--- config.mk ---
export PLATFORM = sky130hd
export DESIGN_NAME = reliable_inorder_receive_reorder_flat
export DESIGN_NICKNAME = d
export VERILOG_FILES = /design/src/hw/rtl/rirr_pkg.sv /design/src/hw/rtl/rirr_in_if.sv /design/src/hw/rtl/rirr_out_if.sv /design/src/hw/rtl/rirr_front.sv /design/src/hw/rtl/rirr_back.sv /design/src/hw/rtl/reliable_inorder_receive_reorder.sv /design/src/flat_wrapper.sv
export VERILOG_INCLUDE_DIRS = /design/src /design/src/hw/rtl
export SDC_FILE = /design/constraint.sdc
export NUM_CORES = 1
export LEC_CHECK = 0
export CAP_MARGIN = 0
export CELL_PAD_IN_SITES_DETAIL_PLACEMENT = 1
export CELL_PAD_IN_SITES_GLOBAL_PLACEMENT = 2
export CORE_ASPECT_RATIO = 1.25
export CORE_MARGIN = 1.5
export CORE_UTILIZATION = 42
export CTS_CLUSTER_SIZE = 14
export DETAILED_ROUTE_END_ITERATION = 6
export DONT_BUFFER_PORTS = 1
export PLACE_DENSITY = 0.87
export SLEW_MARGIN = 20
export SYNTH_ARGS = -nofsm -noshare
export SYNTH_HDL_FRONTEND = slang
export SYNTH_SLANG_ARGS = --single-unit
--- constraint.sdc ---
create_clock -name clk -period 7.8 [get_ports clk]
set_input_delay 0.78 -clock clk [delete_from_list [all_inputs] [get_ports clk]]
set_output_delay 0.78 -clock clk [all_outputs]
set_load 0.05 [all_outputs]
--- src/hw/rtl/reliable_inorder_receive_reorder_macros.svh ---
// Assertion helpers for the RTL of the receive reorder block; only rirr_back includes them.
// Both macros expect signals named clk and arst_n in the enclosing scope.
`ifndef RELIABLE_INORDER_RECEIVE_REORDER_MACROS_SVH
`define RELIABLE_INORDER_RECEIVE_REORDER_MACROS_SVH

// Consequent must hold in the same cycle as the antecedent.
`define RIRR_ASSERT_IMP(lbl, ante, cons, msg) \
	lbl: assert property (@(posedge clk) disable iff (!arst_n) (ante) |-> (cons)) \
		else $error(msg);

// Consequent must hold in the cycle after the antecedent.
`define RIRR_ASSERT_NXT(lbl, ante, cons, msg) \
	lbl: assert property (@(posedge clk) disable iff (!arst_n) (ante) |=> (cons)) \
		else $error(msg);

`endif

--- src/hw/rtl/rirr_pkg.sv ---
`timescale 1ns / 1ps

package rirr_pkg;

	localparam int REORDER_DEPTH = 32;
	localparam int SLOT_W = $clog2(REORDER_DEPTH);
	localparam int TAG_W = 16;
	localparam int SEQ_W = 32;

	typedef logic [SLOT_W-1:0] slot_t;
	typedef logic [SLOT_W:0] slotx_t;
	typedef logic [TAG_W-1:0] tag_t;
	typedef logic [SEQ_W-1:0] seq_t;

	typedef enum logic [2:0] {
		ACT_DELIVER  = 3'd0,
		ACT_DISCARD  = 3'd1,
		ACT_PARKED   = 3'd2,
		ACT_OVERFLOW = 3'd3,
		ACT_ACKREQ   = 3'd4
	} action_t;

	typedef enum logic [1:0] {
		KIND_UNREL_DATA,
		KIND_UNREL_ACK,
		KIND_RELIABLE
	} kind_t;

	typedef enum logic [1:0] {
		ST_EXEC,
		ST_DUP,
		ST_DRAIN,
		ST_ACK
	} back_state_t;

	// One classified packet as it waits between the front and the back.
	typedef struct packed {
		tag_t  tag;
		kind_t kind;
		seq_t  seq;
		logic  bend;
		logic  sqe;
	} work_t;

	typedef struct packed {
		logic  valid;
		work_t item;
	} wq_head_t;

endpackage

--- src/hw/rtl/rirr_in_if.sv ---
`timescale 1ns / 1ps

interface rirr_in_if import rirr_pkg::*; ();
	logic valid;
	logic ready;
	tag_t packet_tag;
	logic is_reliable;
	logic is_ack_type;
	seq_t reliable_seq;
	logic batch_end;
	logic send_queue_empty;

	modport source (
		output valid, packet_tag, is_reliable, is_ack_type, reliable_seq, batch_end,
		send_queue_empty,
		input ready
	);
	modport sink (
		input valid, packet_tag, is_reliable, is_ack_type, reliable_seq, batch_end,
		send_queue_empty,
		output ready
	);
endinterface

--- src/hw/rtl/rirr_out_if.sv ---
`timescale 1ns / 1ps

interface rirr_out_if import rirr_pkg::*; ();
	logic       valid;
	logic       ready;
	logic [2:0] action;
	tag_t       out_tag;
	seq_t       out_seq;
	logic       last_result;

	modport source (output valid, action, out_tag, out_seq, last_result, input ready);
	modport sink (input valid, action, out_tag, out_seq, last_result, output ready);
endinterface

--- src/hw/rtl/rirr_front.sv ---
`timescale 1ns / 1ps

module rirr_front import rirr_pkg::*; (
	input  logic     clk,
	input  logic     arst_n,
	rirr_in_if.sink  pkt,
	input  logic     pop,
	output wq_head_t head
);

	work_t item_in;
	work_t head_item_q;
	work_t spare_item_q;
	logic  head_v_q;
	logic  spare_v_q;
	logic  push;

	always_comb begin
		item_in.tag  = pkt.packet_tag;
		item_in.seq  = pkt.reliable_seq;
		item_in.bend = pkt.batch_end;
		item_in.sqe  = pkt.send_queue_empty;
		if (pkt.is_reliable) begin
			item_in.kind = KIND_RELIABLE;
		end else if (pkt.is_ack_type) begin
			item_in.kind = KIND_UNREL_ACK;
		end else begin
			item_in.kind = KIND_UNREL_DATA;
		end
	end

	// Two-entry queue: the head feeds the back, the spare catches a beat while the head is busy.
	assign pkt.ready = !spare_v_q;
	assign push = pkt.valid && !spare_v_q;

	always_ff @(posedge clk or negedge arst_n) begin
		if (!arst_n) begin
			head_v_q  <= 1'b0;
			spare_v_q <= 1'b0;
		end else if (pop) begin
			head_v_q  <= spare_v_q || push;
			spare_v_q <= spare_v_q && push;
		end else begin
			head_v_q  <= head_v_q || push;
			spare_v_q <= spare_v_q || (push && head_v_q);
		end
	end

	always_ff @(posedge clk) begin
		if (pop && spare_v_q) begin
			head_item_q <= spare_item_q;
		end else if (push && (!head_v_q || pop)) begin
			head_item_q <= item_in;
		end
		if (push && head_v_q && !(pop && !spare_v_q)) begin
			spare_item_q <= item_in;
		end
	end

	assign head = '{valid: head_v_q, item: head_item_q};

endmodule

--- src/hw/rtl/rirr_back.sv ---
`timescale 1ns / 1ps
`include "reliable_inorder_receive_reorder_macros.svh"

module rirr_back import rirr_pkg::*; (
	input  logic       clk,
	input  logic       arst_n,
	input  wq_head_t   head,
	output logic       pop,
	rirr_out_if.source res
);

	typedef struct packed {
		action_t action;
		tag_t    tag;
		seq_t    seq;
		logic    last;
	} result_t;

	function automatic slot_t slot_inc(slot_t s);
		slot_t r;
		if (s == slot_t'(REORDER_DEPTH - 1)) begin
			r = '0;
		end else begin
			r = s + 1'b1;
		end
		return r;
	endfunction

	back_state_t              st_q, st_d;
	seq_t                     last_q, last_d;
	slot_t                    nslot_q, nslot_d;
	logic                     saw_q, saw_d;
	logic [REORDER_DEPTH-1:0] slot_valid_q, slot_valid_d;
	tag_t                     slot_tag_q [REORDER_DEPTH];
	tag_t                     rd_tag_q;
	tag_t                     dup_tag_q;
	logic                     dup_cap;
	logic                     tag_we;
	logic                     out_v_q;
	result_t                  out_q, res_d;
	logic                     fire;
	logic                     can_emit;

	work_t  item;
	logic   rel;
	logic   last_max;
	seq_t   last_inc;
	seq_t   diff;
	logic   is_next;
	logic   is_ahead;
	logic   beyond;
	slotx_t park_off;
	slotx_t park_sum;
	slot_t  park_slot;
	slot_t  nslot_inc;
	logic   dup;
	slot_t  post_nslot;
	logic   post_atmax;
	logic   saw_eff;
	logic   drain_x, ack_x, tail_x;
	logic   drain_c, ack_c, tail_c;
	logic   cont;

	assign item      = head.item;
	assign rel       = item.kind == KIND_RELIABLE;
	assign last_max  = last_q == '1;
	assign last_inc  = last_q + 1'b1;
	assign nslot_inc = slot_inc(nslot_q);
	assign is_next   = (item.seq == last_inc) && !last_max;
	assign is_ahead  = item.seq > last_q;
	assign diff      = item.seq - last_q;
	assign beyond    = diff > seq_t'(REORDER_DEPTH);

	// Slot of a parked sequence, from the slot of last+1 and the distance; stays below 2*depth.
	assign park_off  = diff[SLOT_W:0] - 1'b1;
	assign park_sum  = {1'b0, nslot_q} + park_off;
	assign park_slot = (park_sum >= slotx_t'(REORDER_DEPTH)) ?
		slot_t'(park_sum - slotx_t'(REORDER_DEPTH)) : slot_t'(park_sum);

	assign dup        = rel && is_next && slot_valid_q[nslot_q];
	assign post_nslot = (rel && is_next) ? nslot_inc : nslot_q;
	assign post_atmax = (rel && is_next) ? (item.seq == '1) : last_max;
	assign saw_eff    = saw_q || rel;

	// Whether more results follow once the packet itself has been handled.
	assign drain_x = slot_valid_q[post_nslot] && !post_atmax;
	assign ack_x   = saw_eff && item.sqe;
	assign tail_x  = item.bend && (drain_x || ack_x);
	assign drain_c = slot_valid_q[nslot_q] && !last_max;
	assign ack_c   = saw_q && item.sqe;
	assign tail_c  = item.bend && (drain_c || ack_c);
	assign cont    = slot_valid_q[nslot_inc] && (last_inc != '1);

	assign can_emit = !out_v_q || res.ready;

	always_comb begin
		st_d         = st_q;
		last_d       = last_q;
		nslot_d      = nslot_q;
		saw_d        = saw_q;
		slot_valid_d = slot_valid_q;
		tag_we       = 1'b0;
		dup_cap      = 1'b0;
		pop          = 1'b0;
		fire         = 1'b0;
		res_d        = '{action: ACT_DISCARD, tag: item.tag, seq: item.seq, last: 1'b0};
		case (st_q)
			ST_EXEC: begin
				if (head.valid && can_emit) begin
					fire = 1'b1;
					case (item.kind)
						KIND_UNREL_DATA: begin
							res_d.action = ACT_DELIVER;
						end
						KIND_RELIABLE: begin
							if (is_next) begin
								res_d.action = ACT_DELIVER;
								last_d       = item.seq;
								nslot_d      = nslot_inc;
								if (dup) begin
									slot_valid_d[nslot_q] = 1'b0;
									dup_cap               = 1'b1;
								end
							end else if (is_ahead) begin
								if (beyond) begin
									res_d.action = ACT_OVERFLOW;
								end else if (slot_valid_q[park_slot]) begin
									res_d.action = ACT_DISCARD;
								end else begin
									res_d.action            = ACT_PARKED;
									slot_valid_d[park_slot] = 1'b1;
									tag_we                  = 1'b1;
								end
							end else begin
								res_d.action = ACT_DISCARD;
							end
						end
						default: begin
							res_d.action = ACT_DISCARD;
						end
					endcase
					res_d.last = !dup && !tail_x;
					saw_d      = saw_eff;
					if (dup) begin
						st_d = ST_DUP;
					end else if (tail_x) begin
						st_d = drain_x ? ST_DRAIN : ST_ACK;
					end else begin
						pop = 1'b1;
						if (item.bend) begin
							saw_d = 1'b0;
						end
					end
				end
			end
			ST_DUP: begin
				if (can_emit) begin
					fire         = 1'b1;
					res_d.action = ACT_DISCARD;
					res_d.tag    = dup_tag_q;
					res_d.last   = !tail_c;
					if (tail_c) begin
						st_d = drain_c ? ST_DRAIN : ST_ACK;
					end else begin
						st_d = ST_EXEC;
						pop  = 1'b1;
						if (item.bend) begin
							saw_d = 1'b0;
						end
					end
				end
			end
			ST_DRAIN: begin
				if (can_emit) begin
					fire                  = 1'b1;
					res_d.action          = ACT_DELIVER;
					res_d.tag             = rd_tag_q;
					res_d.seq             = last_inc;
					res_d.last            = !cont && !ack_c;
					slot_valid_d[nslot_q] = 1'b0;
					last_d                = last_inc;
					nslot_d               = nslot_inc;
					if (cont) begin
						st_d = ST_DRAIN;
					end else if (ack_c) begin
						st_d = ST_ACK;
					end else begin
						st_d  = ST_EXEC;
						pop   = 1'b1;
						saw_d = 1'b0;
					end
				end
			end
			ST_ACK: begin
				if (can_emit) begin
					fire         = 1'b1;
					res_d.action = ACT_ACKREQ;
					res_d.tag    = '0;
					res_d.seq    = last_q;
					res_d.last   = 1'b1;
					st_d         = ST_EXEC;
					pop          = 1'b1;
					saw_d        = 1'b0;
				end
			end
			default: begin
				st_d = ST_EXEC;
			end
		endcase
	end

	always_ff @(posedge clk or negedge arst_n) begin
		if (!arst_n) begin
			st_q         <= ST_EXEC;
			last_q       <= '0;
			nslot_q      <= slot_t'(1);
			saw_q        <= 1'b0;
			slot_valid_q <= '0;
			out_v_q      <= 1'b0;
		end else begin
			st_q         <= st_d;
			last_q       <= last_d;
			nslot_q      <= nslot_d;
			saw_q        <= saw_d;
			slot_valid_q <= slot_valid_d;
			if (fire) begin
				out_v_q <= 1'b1;
			end else if (res.ready) begin
				out_v_q <= 1'b0;
			end
		end
	end

	// The tag store is read at the slot of the next expected sequence. A parked
	// packet never lands in that slot, so the read never races a write.
	always_ff @(posedge clk) begin
		if (tag_we) begin
			slot_tag_q[park_slot] <= item.tag;
		end
		rd_tag_q <= slot_tag_q[nslot_d];
		if (dup_cap) begin
			dup_tag_q <= rd_tag_q;
		end
		if (fire) begin
			out_q <= res_d;
		end
	end

	assign res.valid       = out_v_q;
	assign res.action      = out_q.action;
	assign res.out_tag     = out_q.tag;
	assign res.out_seq     = out_q.seq;
	assign res.last_result = out_q.last;

	`RIRR_ASSERT_IMP(a_busy_holds_item, st_q != ST_EXEC, head.valid, "follow-up state without a packet")
	`RIRR_ASSERT_IMP(a_pop_on_last, pop, fire && res_d.last, "packet released before its last beat")
	`RIRR_ASSERT_IMP(a_drain_slot_ready, st_q == ST_DRAIN, slot_valid_q[nslot_q] && !last_max,
		"drain entered with no deliverable slot")
	`RIRR_ASSERT_NXT(a_last_monotonic, 1'b1, last_q >= $past(last_q), "delivered sequence moved back")

endmodule

--- src/hw/rtl/reliable_inorder_receive_reorder.sv ---
// Beats wait in the two-entry front queue, which takes new ones until its spare entry is full.
// Each packet gives one result, plus one for a parked duplicate dropped on direct delivery, one
// per parked packet drained at batch end, and one for an ack request: 1 to REORDER_DEPTH+2 results.
// The back writes one result per cycle, unless held by res.ready, into a single output register.
// Reset: asynchronous; clears the queue, sequence state and all slot valid bits at once.
`timescale 1ns / 1ps

module reliable_inorder_receive_reorder import rirr_pkg::*; (
	input logic        clk,
	input logic        arst_n,
	rirr_in_if.sink    pkt,
	rirr_out_if.source res
);

	wq_head_t head;
	logic     pop;

	rirr_front u_front (
		.clk    (clk),
		.arst_n (arst_n),
		.pkt    (pkt),
		.pop    (pop),
		.head   (head)
	);

	rirr_back u_back (
		.clk    (clk),
		.arst_n (arst_n),
		.head   (head),
		.pop    (pop),
		.res    (res)
	);

endmodule
--- src/flat_wrapper.sv ---
// flat-port wrapper written by rule: the top's interface ports become plain ports
module reliable_inorder_receive_reorder_flat import rirr_pkg::*;
  (clk, arst_n, pkt_valid, pkt_packet_tag, pkt_is_reliable, pkt_is_ack_type, pkt_reliable_seq, pkt_batch_end, pkt_send_queue_empty, pkt_ready, res_valid, res_action, res_out_tag, res_out_seq, res_last_result, res_ready);
  rirr_in_if pkt_i ();
  rirr_out_if res_i ();
  input logic clk;
  input logic arst_n;
  input wire logic [$bits(pkt_i.valid)-1:0] pkt_valid;
  input wire logic [$bits(pkt_i.packet_tag)-1:0] pkt_packet_tag;
  input wire logic [$bits(pkt_i.is_reliable)-1:0] pkt_is_reliable;
  input wire logic [$bits(pkt_i.is_ack_type)-1:0] pkt_is_ack_type;
  input wire logic [$bits(pkt_i.reliable_seq)-1:0] pkt_reliable_seq;
  input wire logic [$bits(pkt_i.batch_end)-1:0] pkt_batch_end;
  input wire logic [$bits(pkt_i.send_queue_empty)-1:0] pkt_send_queue_empty;
  output wire logic [$bits(pkt_i.ready)-1:0] pkt_ready;
  output wire logic [$bits(res_i.valid)-1:0] res_valid;
  output wire logic [$bits(res_i.action)-1:0] res_action;
  output wire logic [$bits(res_i.out_tag)-1:0] res_out_tag;
  output wire logic [$bits(res_i.out_seq)-1:0] res_out_seq;
  output wire logic [$bits(res_i.last_result)-1:0] res_last_result;
  input wire logic [$bits(res_i.ready)-1:0] res_ready;
  assign pkt_i.valid = pkt_valid;
  assign pkt_i.packet_tag = pkt_packet_tag;
  assign pkt_i.is_reliable = pkt_is_reliable;
  assign pkt_i.is_ack_type = pkt_is_ack_type;
  assign pkt_i.reliable_seq = pkt_reliable_seq;
  assign pkt_i.batch_end = pkt_batch_end;
  assign pkt_i.send_queue_empty = pkt_send_queue_empty;
  assign pkt_ready = pkt_i.ready;
  assign res_valid = res_i.valid;
  assign res_action = res_i.action;
  assign res_out_tag = res_i.out_tag;
  assign res_out_seq = res_i.out_seq;
  assign res_last_result = res_i.last_result;
  assign res_i.ready = res_ready;
  reliable_inorder_receive_reorder u_core (.clk(clk), .arst_n(arst_n), .pkt(pkt_i), .res(res_i));
endmodule
-- Word level (Yosys, flattened, before mapping)
Memory sizes are Yosys's and may differ from the RTL's. A register that Yosys moved wholly into a read port is not among the register bits.
Cells that the tools add are included.
- flip-flop bits (word level): 247
- memory bits (writable): 512
- bits of input ports: 56
- output and inout port bits: 54
- logic and storage cells: 225
- memories: 1
- $add $sub $neg: 6
- magnitude comparators: 9
- eq/ne operators: 24
- mux-type cells: 108
- bitwise operators: 3
- reductions and logical operators: 51
- memories (name ; depth ; width ; rd ports ; clocked after Yosys merged registers in ; write ports ; line ; source):
    u_core.u_back.slot_tag_q ; 32 ; 16 ; 1 ; 1 ; 1 ; rirr_back.sv:34 ; tag_t slot_tag_q [REORDER_DEPTH];
- operator list (operator ; number):
    2-to-1 mux 32 bit ; 12
    case mux 32 bit (2 select lines) ; 3
    2-to-1 mux 52 bit ; 3
    equality test 32 bit (second input constant) ; 2
    2-to-1 mux 1 bit ; 51
    2-to-1 mux 50 bit ; 1
    case mux 16 bit (3 select lines) ; 1
    2-to-1 mux 5 bit ; 7
    adder 32 x 1 -> 32 bit (second input constant) ; 1
    bitwise AND 32 bit ; 1
    equality test 32 bit ; 1
    greater-than comparator 32 bit ; 1
    greater-than comparator 32 x 6 -> 1 bit (second input constant) ; 1
    != test 32 bit (second input constant) ; 1
    inverter 32 bit ; 1
    OR 32 bit ; 1
    subtractor 32 bit ; 1
    < comparator 5 x 6 -> 1 bit (second input constant) ; 4
    2-to-1 mux 2 bit ; 12
    logical AND 1 bit ; 22
    binary-select mux 1 bit (select 5 bit) ; 4
    != test 2 bit (second input constant) ; 9
    2-to-1 mux 16 bit ; 1
    AND reduction 8 bit ; 2
    25 further kinds ; 58

-- Longest topological paths before layout
Gate-level depths: netlist of run 1.
- depth after elaboration: 18
- gate-level depth with buffers: 21
- depth with buffers taken out: 20

-- Hierarchy
From an unflattened synthesis of run 1, not the netlist that was laid out.
- cells, all modules: 2950
- area, all modules: 36714.0 um^2
- modules (own cells, without submodules) (module ; times used ; cells each ; area each (um^2) ; seq. area each (um^2)):
    rirr_back ; 1 ; 2775 ; 32802.7 ; 19565.0
    rirr_front ; 1 ; 175 ; 3911.3 ; 3173.0

-- Worst setup path after synthesis of run 1
OpenSTA, ideal clock, no wires.
- path type: reg-to-reg
- from: reg u_core.u_back.last_q[0]
- to: reg u_core.u_front.spare_item_q[0] in the netlist's numbering (enable)
- library setup time: 0.526 ns
- arrival: 7.918 ns
- path slack: -0.644 ns
- stages on the path, launching flop included: 18
- buffers on the path: 2
- clock period less this slack: 8.444 ns
- path through: dfrtp_1 > ha_1 > buf_2 > nand3_2 > or3_1 > clkbuf_1 > or3_1 > a21oi_1 > o211ai_1 > or4_4 > nor4_4 > mux2i_2 > mux2i_1 > a221oi_1 > a41oi_2 > o211ai_1 > o21bai_1 > nor3_1
- cells in the longest elaborated chain, start to end: 17
- elaborated cells on any way between the ends: 31
- ends and longest elaborated chain (what ; line ; source):
    start: declaration ; rirr_back.sv:30 ; seq_t last_q, last_d;
    start signal: assignment ; rirr_back.sv:222 ; last_q <= last_d;
    adder 32 x 1 -> 32 bit / equality test 32 bit (equally long branches) ; rirr_back.sv:67, rirr_back.sv:66 ;
    equality test 32 bit / logical NOT 1 bit (equally long branches) ; rirr_back.sv:69, rirr_back.sv:89 ;
    logical AND 1 bit ; rirr_back.sv:69 ; assign is_next = (item.seq == last_inc) && !last_max;
    logical AND 1 bit ; rirr_back.sv:80, rirr_back.sv:81, rirr_back.sv:82 ;
    2-to-1 mux 5 bit ; rirr_back.sv:81 ; assign post_nslot = (rel && is_next) ? nslot_inc : nslot_q;
    binary-select mux 1 bit (select 5 bit) ; rirr_back.sv:86 ; assign drain_x = slot_valid_q[post_nslot] && !post_atmax;
    2-to-1 mux 1 bit (implied by the code) ; rirr_back.sv:86 ;
    logical AND 1 bit ; rirr_back.sv:86 ;
    logical OR 1 bit ; rirr_back.sv:88 ; assign tail_x = item.bend && (drain_x || ack_x);
    logical AND 1 bit ; rirr_back.sv:88 ;
    2-to-1 mux 1 bit ; rirr_back.sv:146 ; end else if (tail_x) begin
    2-to-1 mux 1 bit ; rirr_back.sv:144 ; if (dup) begin
    2-to-1 mux 1 bit ; rirr_back.sv:109 ; if (head.valid && can_emit) begin
    case mux 1 bit (4 select lines) * ; rirr_back.sv:107 ; case (st_q)
    logical AND 1 bit * ; rirr_front.sv:55 ; if (push && head_v_q && !(pop && !spare_v_q)) begin
    logical NOT 1 bit * ; rirr_front.sv:55 ;
    logical AND 1 bit * ; rirr_front.sv:55 ;
    end signal: assignment ; rirr_front.sv:56 ; spare_item_q <= item_in;
    end: declaration ; rirr_front.sv:13 ; work_t spare_item_q;
Every way passes the cells marked *; elsewhere a longest branch is shown, timed or not. The select of a mux whose other input is x is not followed.
A chain may end at the register's enable or synchronous reset.

-- Worst setup path after layout of run 1
- from: reg u_core.u_front.head_item_q (netlist bit u_core.u_front.head[2])
- to: mem u_core.u_back.slot_tag_q[10][9] in the netlist's numbering (enable)
- cells in the longest elaborated chain, start to end: 16
- elaborated cells on any way between the ends: 21
- ends and longest elaborated chain (what ; line ; source):
    start: declaration ; rirr_front.sv:12 ; work_t head_item_q;
    start signal: assignment ; rirr_front.sv:51 ; head_item_q <= spare_item_q;
    start signal: assignment ; rirr_front.sv:53 ; head_item_q <= item_in;
    subtractor 32 bit ; rirr_back.sv:71 ; assign diff = item.seq - last_q;
    subtractor 6 x 1 -> 6 bit ; rirr_back.sv:75 ; assign park_off = diff[SLOT_W:0] - 1'b1;
    adder 5 x 6 -> 6 bit ; rirr_back.sv:76 ; assign park_sum = {1'b0, nslot_q} + park_off;
    subtractor 5 x 1 -> 5 bit / >= comparator 6 bit (equally long branches) ; rirr_back.sv:78, rirr_back.sv:77 ;
    2-to-1 mux 5 bit ; rirr_back.sv:77 ; assign park_slot = (park_sum >= slotx_t'(REORDER_DEPTH)) ?
    binary-select mux 1 bit (select 5 bit) ; rirr_back.sv:127 ; end else if (slot_valid_q[park_slot]) begin
    2-to-1 mux 1 bit (implied by the code) ; rirr_back.sv:127 ;
    2-to-1 mux 1 bit ; rirr_back.sv:127 ;
    2-to-1 mux 1 bit ; rirr_back.sv:125 ; if (beyond) begin
    2-to-1 mux 1 bit ; rirr_back.sv:124 ; end else if (is_ahead) begin
    2-to-1 mux 1 bit ; rirr_back.sv:116 ; if (is_next) begin
    2-to-1 mux 1 bit ; rirr_back.sv:111 ; case (item.kind)
    2-to-1 mux 1 bit ; rirr_back.sv:109 ;
    2-to-1 mux 1 bit ; rirr_back.sv:107 ;
    2-to-1 mux 1 bit ; rirr_back.sv:237 ; if (tag_we) begin
    2-to-1 mux 1 bit (implied by the code) ; rirr_back.sv:238 ; slot_tag_q[park_slot] <= item.tag;
    end: declaration ; rirr_back.sv:34 ;
Parallel ways exist; a longest one is shown, timed or not. The select of a mux whose other input is x is not followed.

==> reports/results.ini, run 1 <==
[die]
ioPinCount=110
dieArea_sq_um=91600
num_rows=122
fp.dieW_microns=271
start_util=0.425
core_area_sq_um=88700
die_h_microns=338

[power]
powerDensity_nw_per_um2=480
leakagePower_nw=15.5
ir_drop_uv=577

[synth]
yosysSeqAreaShare=0.603
synthMuxAreaShare=0.143
synth-edff-count=684
ys.flop_type=edfxtp_1
yosysTopAreaCell=edfxtp_1
synth_fa_ha_area_frac=0.0177
synth_seq_cells=775
ys_types=89
syn-num-nets=2917
ys_top_cells_by_area=edfxtp_1, mux2i_1, mux4_2
synth_top_family_by_area=multiplexers
synth_compound_area_frac=0.101
synthSimpleGateAreaFrac=0.0933
avgSynthCellArea_sq_um=13.4
ys_warn_count=0
synth_cells=2809
yosysTopAreaCellShare=0.545
synthArstFlopShare=0.0968
netlist_area_sq_um=37700
synth_xor_area_frac=0.0149

[placement]
dpl_worst_slack_ns=0.953
hpwl_mm=85.8
io_buffers=0
place_congestion=0.980

[critical_path]
r2r-start=u_core.u_front.head[2]
path_delay_family=simple AND/OR/NAND/NOR gates
crit_chain=inv_1 -> ha_1 -> inv_1 -> fa_1 -> xnor2_1 -> ha_1 -> inv_1 -> ha_1 -> a21o_1 -> a21oi_1 -> xnor2_1 -> xor2_1 -> nand3_1 -> o22ai_1 -> or4_1 -> nand2b_1 -> nand2b_1 -> nor4_1 -> nand4_1 -> nor2_1 -> buf_4
worstPathRequired_ns=8.14
rrSetupSlack_ns=0.69
max_stage_delay_ns=0.69
rr_worst_depth=21
worstSetupStartpoint=u_core.u_front.head[2]
path_class=flip-flop to flip-flop
cp.arrival_ns=7.46
r2r_end=u_core.u_back.slot_tag_q[10][9]
cp_num_buf_inv=4
cp-start-kind=flip-flop
crit_slowest_cell=nand4_1
path_max_fanout=16
cp-end-kind=flip-flop

[route]
vias=25700
ant_nets=0
drtIter0Drc=2346
drc_errors=0
drt-wirelength-per-cell_microns=30.4
first_pass_iters=5
via_per_inst=6.32
drt-total-wl_mm=124

[clock_tree]
cts_tree=built
clock_path_buffers=3
clk_pin_slew_ns=0.08
cts_buffers=77
clk_latency_ns=0.67
cts_max_level=3
cts_resized=0
ctsRootBufferMaster=clkbuf_16
cts_sinks=775

[cells_and_area]
layout-drive-gt1-share=0.119
fin_util=0.474
diodes=0
num-nets-final=2931
mostFrequentLayoutCell=edfxtp_1
multi_input_area_sq_um=14000
ff_latch_area_sq_um=22700
final_cell_mix=edfxtp_1, mux2i_1, nor2_1, nand2_1, o21ai_0
syn2layout_area_growth_pct=11.6
nFillCells=8847

[sta]
slew-limit-headroom=0.198
fmax_ghz=0.141
tightest_slew_ns=1.20
fin_crit_sh=0.912
rsz0062_at_grt=false
holdWs_ns=-0.0180
setup_tns_ns=0
slew_violations=0
setup_ws_ns=0.686
min_period_ns=7.11
setup_viol=0
clock_skew_ns=0.0338
hold_viol=1

[grt]
grt_max_degree=76
grt_pass1_wl_mm=183
grt_pass1_vias=27000
antenna_found_initial=4
grt_usage=0.270
overflow=0

[run]
max-cap-violations=0

[run_status]
status=finished with violations
violations=negative hold slack

[hold_path]
hold_path_class=primary input to asynchronous set/reset pin

## area by class of cell
class                      count  area share
timing repair buffer          93      0.0201
sequential                   775       0.541
inverter                      81     0.00723
multi-input combinational   1795       0.334
tap                         1178      0.0351
clock buffer                  98      0.0489
clock inverter                45      0.0143
## repair_timing
action | CTS | global route
setup buffers | 0 | 0
hold buffers | 1 | 0
hold endpoints to repair | 75 | 0
## metal layers
metal / vias to the layer above / part of all wire / wire length [microns] / global-route usage
met5: - / 0.00022 / 27 / 0
met4: 4 / 0.049 / 6090 / 0.127
met3: 286 / 0.057 / 7020 / 0.0340
met2: 1066 / 0.51 / 63400 / 0.480
met1: 13300 / 0.38 / 47200 / 0.324
li1: 11000 / - / - / -
## worst max-delay path by stage
stage | slack (ns) | cells after the start | end
after detailed placement | 0.95 | 21 | u_core.u_back.slot_tag_q[10][15]
after floorplan | 0.98 | 17 | u_core.u_front.spare_item_q[0]
final | 0.69 | 21 | u_core.u_back.slot_tag_q[10][9]
after global routing | 0.29 | 21 | u_core.u_back.slot_tag_q[11][4]
after CTS | 0.78 | 21 | u_core.u_back.slot_tag_q[10][0]
after global placement | 1.22 | 21 | u_core.u_back.slot_tag_q[11][1]
## where the power goes
part / switching (W) / internal, W / leakage (nW)
Sequential: 0.00114 / 0.00557 / 7.30
Clock: 0.00169 / 0.00224 / 1.28
Combinational: 0.00633 / 0.00320 / 6.89
Total: 0.00916 / 0.0110 / 15.5
## metrics by stage
stage / hold WS (ns) / total power, W / instance area, sq um / std cells
detailed placement: 0.425 / 0.0161 / 39400 / 3921
global route: 0.00730 / 0.0210 / 42000 / 4065
global placement: 0.425 / 0.0157 / 39400 / 3921
floorplan: 0.409 / 0.0127 / 37700 / 2809
finish: -0.0180 / 0.0202 / 42000 / 4065
CTS: 0.00560 / 0.0201 / 42000 / 4065
## sequential cells by signal, indices dropped and copies added (netlist names), 16 cells and up
register                     count
u_core.u_back.dup_tag_q         16
u_core.u_back.slot_valid_q      32
u_core.u_front.head             52
u_core.u_front.spare_item_q     52
u_core.u_back.last_q            32
u_core.u_back.slot_tag_q       512
u_core.u_back.res.out_seq       32
u_core.u_back.rd_tag_q          16
u_core.u_back.res.out_tag       16
## synth_stat cells (all sizes together) (13+ instances only)
| master | instances |
|---|---|
| or3 | 13 |
| xnor2 | 44 |
| and2 | 14 |
| a21o | 20 |
| nand4 | 48 |
| o21ai | 119 |
| inv | 78 |
| nor3 | 59 |
| a22o | 61 |
| dfxtp | 16 |
| o22a | 28 |
| o211ai | 17 |
| nor2 | 178 |
| a22oi | 41 |
| edfxtp | 684 |
| nand2 | 158 |
| clkbuf | 86 |
| o22ai | 22 |
| and3 | 23 |
| nor2b | 16 |
| nand3 | 88 |
| dfrtp | 74 |
| a21oi | 99 |
| nand2b | 20 |
| nor4 | 30 |
| ha | 50 |
| xor2 | 15 |
| mux2 | 59 |
| a31oi | 32 |
| mux4 | 84 |
| buf | 72 |
| mux2i | 282 |
| o21a | 19 |
## logic make-up after synthesis
family,after synthesis
buffers and inverters,239
XOR/XNOR,61
adder cells (fa/ha/maj),52
multiplexers,425
flip-flops,775
AND/OR/NAND/NOR,701
AO/OA/AOI/OAI,556
Power figures use the tool's default switching activity.
==> run 2: changes to the inputs <==
- RECOVER_POWER: unset -> 25
- SETUP_SLACK_MARGIN: unset -> 0.05
==> run 2 against run 1 <==
- the flow finishes with violations (max-capacitance violations, max-slew violations)
- clock power about the same
- clock skew shrank 0.0045 ns
- via count is 0.11% higher
- highest routed layer unchanged
- clock-buffer cell count unchanged
- maximum frequency down 0.26%
- register-to-register slack got worse by 0.02 ns
- critical path type unchanged
- largest power group unchanged
- worst setup slack worse by 0.019 ns
==> reports/results.ini, run 2 (synthesis results as in run 1) <==
[cells_and_area]
num-nets-final=2931  ; unchanged
syn2layout_area_growth_pct=11.4
layout-drive-gt1-share=0.115  ; -0.00416
fin_util=0.473  ; -0.000734
final_cells=4065  ; unchanged
diodes=0  ; unchanged
largest_register_ff_count=512  ; unchanged
nFillCells=8861  ; +0.16%
final_cell_mix=edfxtp_1, mux2i_1, nor2_1, nand2_1, o21ai_0
mostFrequentLayoutCell=edfxtp_1
largest_register=u_core.u_back.slot_tag_q

[clock_tree]
holdBufCountCts=1  ; unchanged
clk_pin_slew_ns=0.08  ; about the same
clock_path_buffers=3  ; unchanged
cts_buffers=77  ; unchanged
clk_latency_ns=0.67  ; about the same
cts_resized=0  ; unchanged
cts_sinks=775  ; unchanged
postCtsSetupBuffers=0  ; unchanged
ctsRootBufferMaster=clkbuf_16
cts_max_level=3  ; unchanged
cts_tree=built

[hold_path]
hold_path_class=primary input to flip-flop
holdCritStartpoint=pkt_send_queue_empty

[die]
fp.dieW_microns=271  ; unchanged
dieArea_sq_um=91600  ; unchanged
ioPinCount=110  ; unchanged
core_area_sq_um=88700  ; unchanged
die_h_microns=338  ; unchanged
num_rows=122  ; unchanged
start_util=0.425  ; unchanged

[critical_path]
crit_slowest_cell=nand4_1
r2r-start=u_core.u_front.head[2]
cp.arrival_ns=7.47  ; about the same
path_max_fanout=16  ; unchanged
cp-start-kind=flip-flop
path_class=flip-flop to flip-flop
crit_chain=inv_1 -> ha_1 -> inv_1 -> fa_1 -> xnor2_1 -> ha_1 -> inv_1 -> ha_1 -> a21o_1 -> a21oi_1 -> xnor2_1 -> xor2_1 -> nand3_1 -> o22ai_1 -> or4_1 -> nand2b_1 -> nand2b_1 -> nor4_1 -> nand4_1 -> nor2_1 -> buf_4
worstPathRequired_ns=8.14  ; about the same
cp-end-kind=flip-flop
worstSetupStartpoint=u_core.u_front.head[2]
max_stage_delay_ns=0.72  ; +0.03 ns

[placement]
place_congestion=0.980  ; unchanged
place_inst=3921  ; unchanged
dpl_worst_slack_ns=0.953  ; unchanged
hpwl_mm=85.8  ; unchanged
io_buffers=0  ; unchanged

[sta]
fin_crit_sh=0.914  ; +0.00238
rsz0062_at_grt=false
slew-limit-headroom=-2.36  ; -2.56
min_period_ns=7.13  ; +0.0185 ns
slew_violations=450  ; +450
clock_skew_ns=0.0293  ; -0.00448 ns
setup_tns_ns=0  ; unchanged
setup_viol=0  ; unchanged
hold_viol=0  ; -1
tightest_slew_ns=5.04  ; +3.84 ns
fmax_ghz=0.140  ; -0.26%
setup_ws_ns=0.667  ; -0.0185 ns

[grt]
antenna_found_initial=4  ; unchanged
grt_pass1_wl_mm=183  ; unchanged
grt_max_degree=76  ; unchanged
overflow=0  ; unchanged
grt_usage=0.270  ; unchanged
grt_pass1_vias=27000  ; unchanged

[route]
ant_nets=0  ; unchanged
drc_errors=0  ; unchanged
via_per_inst=6.33  ; +0.11%
drt-wirelength-per-cell_microns=30.5  ; +0.16%
drtIter0Drc=2465  ; +5.1%
vias=25700  ; +0.11%
drt-total-wl_mm=124  ; +0.16%
first_pass_iters=5  ; unchanged

[power]
powerDensity_nw_per_um2=480  ; +0.14%
ir_drop_uv=571  ; -1.0%
total_power_w=0.0202  ; about the same
leakagePower_nw=15.4  ; -0.33%

[run_status]
status=finished with violations
violations=max-capacitance violations, max-slew violations

[run]
max-cap-violations=12  ; +12

-- run 2: layout make-up --
type	instances	area, sq um	share of cell area
timing repair buffer	93	778	0.0185
clock buffer	98	2060	0.0490
tap	1178	1470	0.0351
sequential	775	22700	0.542
clock inverter	45	601	0.0143
multi-input combinational	1795	14000	0.334
inverter	81	304	0.00724
-- run 2: per-layer routing --
metal	up-vias	part of all wire	routed length, microns	global-route usage
met4	4	0.050	6180	0.127
met3	289	0.055	6770	0.0340
met1	13300	0.38	47400	0.324
met2	1051	0.51	63500	0.480
li1	11000	-	-	-
met5	-	0.00022	27	0
-- run 2: path summary, 6_finish.rpt --
check                           slack (ns)  depth (start not counted)                                to
worst max-delay path                  0.67                         21  u_core.u_back.slot_tag_q[11][13]
worst min-delay path                  0.21                          0    u_core.u_front.spare_item_q[0]
worst max register to register        0.67                         21  u_core.u_back.slot_tag_q[11][13]
worst min register to register        0.44                          0       u_core.u_back.dup_tag_q[12]
max in group asynchronous             3.00                          1          u_core.u_back.last_q[19]
min in group asynchronous             1.96                          1    u_core.u_back.slot_valid_q[26]
-- run 2: per-stage QoR --
step / hold slack [ns] / instance area (sq um)
5_1_grt: 0.182 / 42000
3_3_place_gp: 0.425 / 39400
4_1_cts: 0.00560 / 42000
2_1_floorplan: 0.409 / 37700
3_5_place_dp: 0.425 / 39400
6_report: 0.207 / 42000
-- run 2: power breakdown --
part,switching (W),internal (W)
Clock,0.00168,0.00224
Combinational,0.00633,0.00317
Sequential,0.00114,0.00560
Total,0.00915,0.0110
-- run 2: critical path: cells and delay by family (launching register included) --
| kind | cells | cell delay [ns] |
|---|---|---|
| AO/OA/AOI/OAI | 3 | 0.61 |
| XOR/XNOR | 3 | 1.17 |
| adder cells (fa/ha/maj) | 4 | 1.19 |
| buffers and inverters | 4 | 0.62 |
| flip-flops | 1 | 0.42 |
| AND/OR/NAND/NOR | 7 | 2.76 |
==> run 3: changes to the inputs <==
- clock period: 7.8 -> 6 ns (I/O delays scaled with it)
==> run 3 against run 2 <==
- the flow still finishes with violations (max-capacitance violations, max-slew violations)
- flip-flop and latch count did not move
- sequential share of layout area fell by 1.1 points
- utilization rose by 1.0 points
- register-to-register slack got worse by 0.41 ns
- critical path depth fell by 3
- clock power rose by 26%
- combinational power rose by 45%
- first-iteration DRC count rose by 8.0%
- critical path type unchanged
- critical endpoint is now u_core.u_front.head[22]
==> reports/results.ini, run 3 (synthesis results as in run 1) <==
[run_status]
status=finished with violations
violations=max-capacitance violations, max-slew violations

[cells_and_area]
num-nets-final=3035  ; +3.5%
final_cell_mix=edfxtp_1, mux2i_1, nor2_1, nand2_1, buf_4
largest_register_ff_count=512  ; unchanged
syn2layout_area_growth_pct=13.8
layout-drive-gt1-share=0.150  ; +0.0352
diodes=0  ; unchanged
nFillCells=8850  ; -0.12%
fin_util=0.484  ; +0.0104
largest_register=u_core.u_back.slot_tag_q
mostFrequentLayoutCell=edfxtp_1

[critical_path]
path_delay_family=simple AND/OR/NAND/NOR gates
path_max_fanout=25  ; +9
cp-start-kind=flip-flop
max_stage_delay_ns=0.59  ; -0.13 ns
worst-path-stages=18  ; -14%
cp-end-kind=flip-flop
worstPathRequired_ns=6.38  ; -1.76 ns
crit_chain=nand2_1 -> or3_1 -> or3_1 -> a21oi_2 -> o211ai_1 -> or4_4 -> nor4_4 -> buf_12 -> mux2i_4 -> buf_4 -> mux2i_1 -> a22oi_1 -> nand4_1 -> o211ai_2 -> a311oi_4 -> buf_12 -> buf_4 -> mux2_1
cp_num_buf_inv=4  ; unchanged
path_class=flip-flop to flip-flop
rr_worst_depth=18  ; -14%
crit_slowest_cell=or4_4
cp.arrival_ns=6.12  ; -1.35 ns

[die]
ioPinCount=110  ; unchanged
die_h_microns=338  ; unchanged
fp.dieW_microns=271  ; unchanged
start_util=0.425  ; unchanged
core_area_sq_um=88700  ; unchanged
dieArea_sq_um=91600  ; unchanged
num_rows=122  ; unchanged

[power]
powerDensity_nw_per_um2=638  ; +33%
seqPwrFrac=0.315  ; -0.019
comb_power_share=0.504  ; +0.033
p_sw_w=0.0124  ; +36%
pwr-share-clk=0.180  ; -0.014
sw_frac_of_total=0.454  ; about the same
ir_drop_uv=589  ; +3.2%
leakagePower_nw=15.9  ; +3.3%
total_power_w=0.0274  ; +36%
internal_power_w=0.0149  ; +36%

[grt]
grt_usage=0.280  ; +0.0108
antenna_found_initial=3  ; -1
grt_pass1_vias=27500  ; +1.8%
overflow=0  ; unchanged
grt_max_degree=78  ; +2.6%
grt_pass1_wl_mm=189  ; +3.1%

[sta]
clock_skew_ns=0.0511  ; +0.0218 ns
setup_ws_ns=0.259  ; -0.408 ns
fin_crit_sh=0.957  ; +0.0423
setup_viol=0  ; unchanged
hold_viol=0  ; unchanged
slew_violations=484  ; +7.6%
rsz0062_at_grt=false
slew-limit-headroom=-1.90  ; +0.462
holdWs_ns=0.0359  ; -0.171 ns
min_period_ns=5.74  ; -1.39 ns
setup_tns_ns=0  ; unchanged
tightest_slew_ns=4.35  ; -0.692 ns
fmax_ghz=0.174  ; +24%

[clock_tree]
clk_pin_slew_ns=0.06  ; -0.02 ns
clk_latency_ns=0.68  ; about the same
clock_path_buffers=3  ; unchanged
cts_sinks=775  ; unchanged
cts_buffers=78  ; +1.3%
cts_tree=built
cts_max_level=3  ; unchanged
ctsRootBufferMaster=clkbuf_16

[placement]
place_congestion=0.949  ; -3.2%
hpwl_mm=90.7  ; +5.7%
io_buffers=0  ; unchanged
dpl_worst_slack_ns=0.0708  ; -0.882 ns

[route]
ant_nets=0  ; unchanged
drt-wirelength-per-cell_microns=30.9  ; +1.4%
vias=26100  ; +1.4%
via_per_inst=6.26  ; -1.0%
drc_errors=0  ; unchanged
first_pass_iters=7  ; +2
drtIter0Drc=2662  ; +8.0%
drt-total-wl_mm=129  ; +3.9%

[hold_path]
hold_path_class=primary input to flip-flop
holdPathStages=0  ; unchanged

[run]
max-cap-violations=13  ; +1

[run 3: changes by cell type in the layout (fill, tap and decap cells not counted), sizes merged]
cell / delta
clkdlybuf4s25: +1
bufinv: -4
dlygate4sd3: +5
clkinv: +2
buf: +97
inv: +2
clkinvlp: +1
clkbuf: -2
[run 3: power groups by stage]
stage	Sequential [W]	Clock (W)	Combinational, W
3_5_place_dp	0.00865	0	0.0133
3_3_place_gp	0.00861	0	0.0129
5_1_grt	0.00868	0.00516	0.0145
2_1_floorplan	0.00847	0	0.00808
6_report	0.00862	0.00493	0.0138
4_1_cts	0.00855	0.00500	0.0134
[run 3: layout make-up]
class | count | area, sq um | share of cell area
multi-input cells | 1795 | 14100 | 0.329
clock inverters | 46 | 490 | 0.0114
clock buffers | 96 | 2040 | 0.0475
flip-flops and latches | 775 | 22700 | 0.530
inverters | 81 | 304 | 0.00709
repair buffers | 196 | 1720 | 0.0400
well taps | 1178 | 1470 | 0.0344
[run 3: metrics by stage]
step	std cells	cell area, sq um
floorplan	2809	37700
global placement	4009	40200
detailed placement	4009	40200
CTS	4157	42800
global route	4167	42900
finish	4167	42900
[run 3: final timing paths]
kind | start | to | slack [ns]
setup / recovery | u_core.u_back.last_q[8] | u_core.u_front.head[22] | 0.26
hold / removal | pkt_reliable_seq[6] | u_core.u_front.spare_item_q[8] | 0.04
setup reg to reg | u_core.u_back.last_q[8] | u_core.u_front.head[22] | 0.26
hold reg to reg | u_core.u_back.rd_tag_q[8] | u_core.u_back.dup_tag_q[8] | 0.45
max in group asynchronous | arst_n | u_core.u_back.last_q[1] | 0.93
min in group asynchronous | arst_n | u_core.u_back.saw_q | 2.27
[run 3: routing by layer]
metal  global-route usage  vias to the layer above  share of wire
li1                     -                    11200              -
met5                    0                        -              0
met4                0.141                        0          0.053
met3               0.0379                      298          0.055
met2                0.499                     1059           0.51
met1                0.332                    13500           0.38
[run 3: timing repair]
item / CTS / global route
pin swaps: 1 / 3
hold buffers: 6 / 0
endpoints found under the hold margin: 79 / 0
resized for setup: 2 / 22
buffers inserted: 0 / 10
setup endpoints to repair: 5 / 658
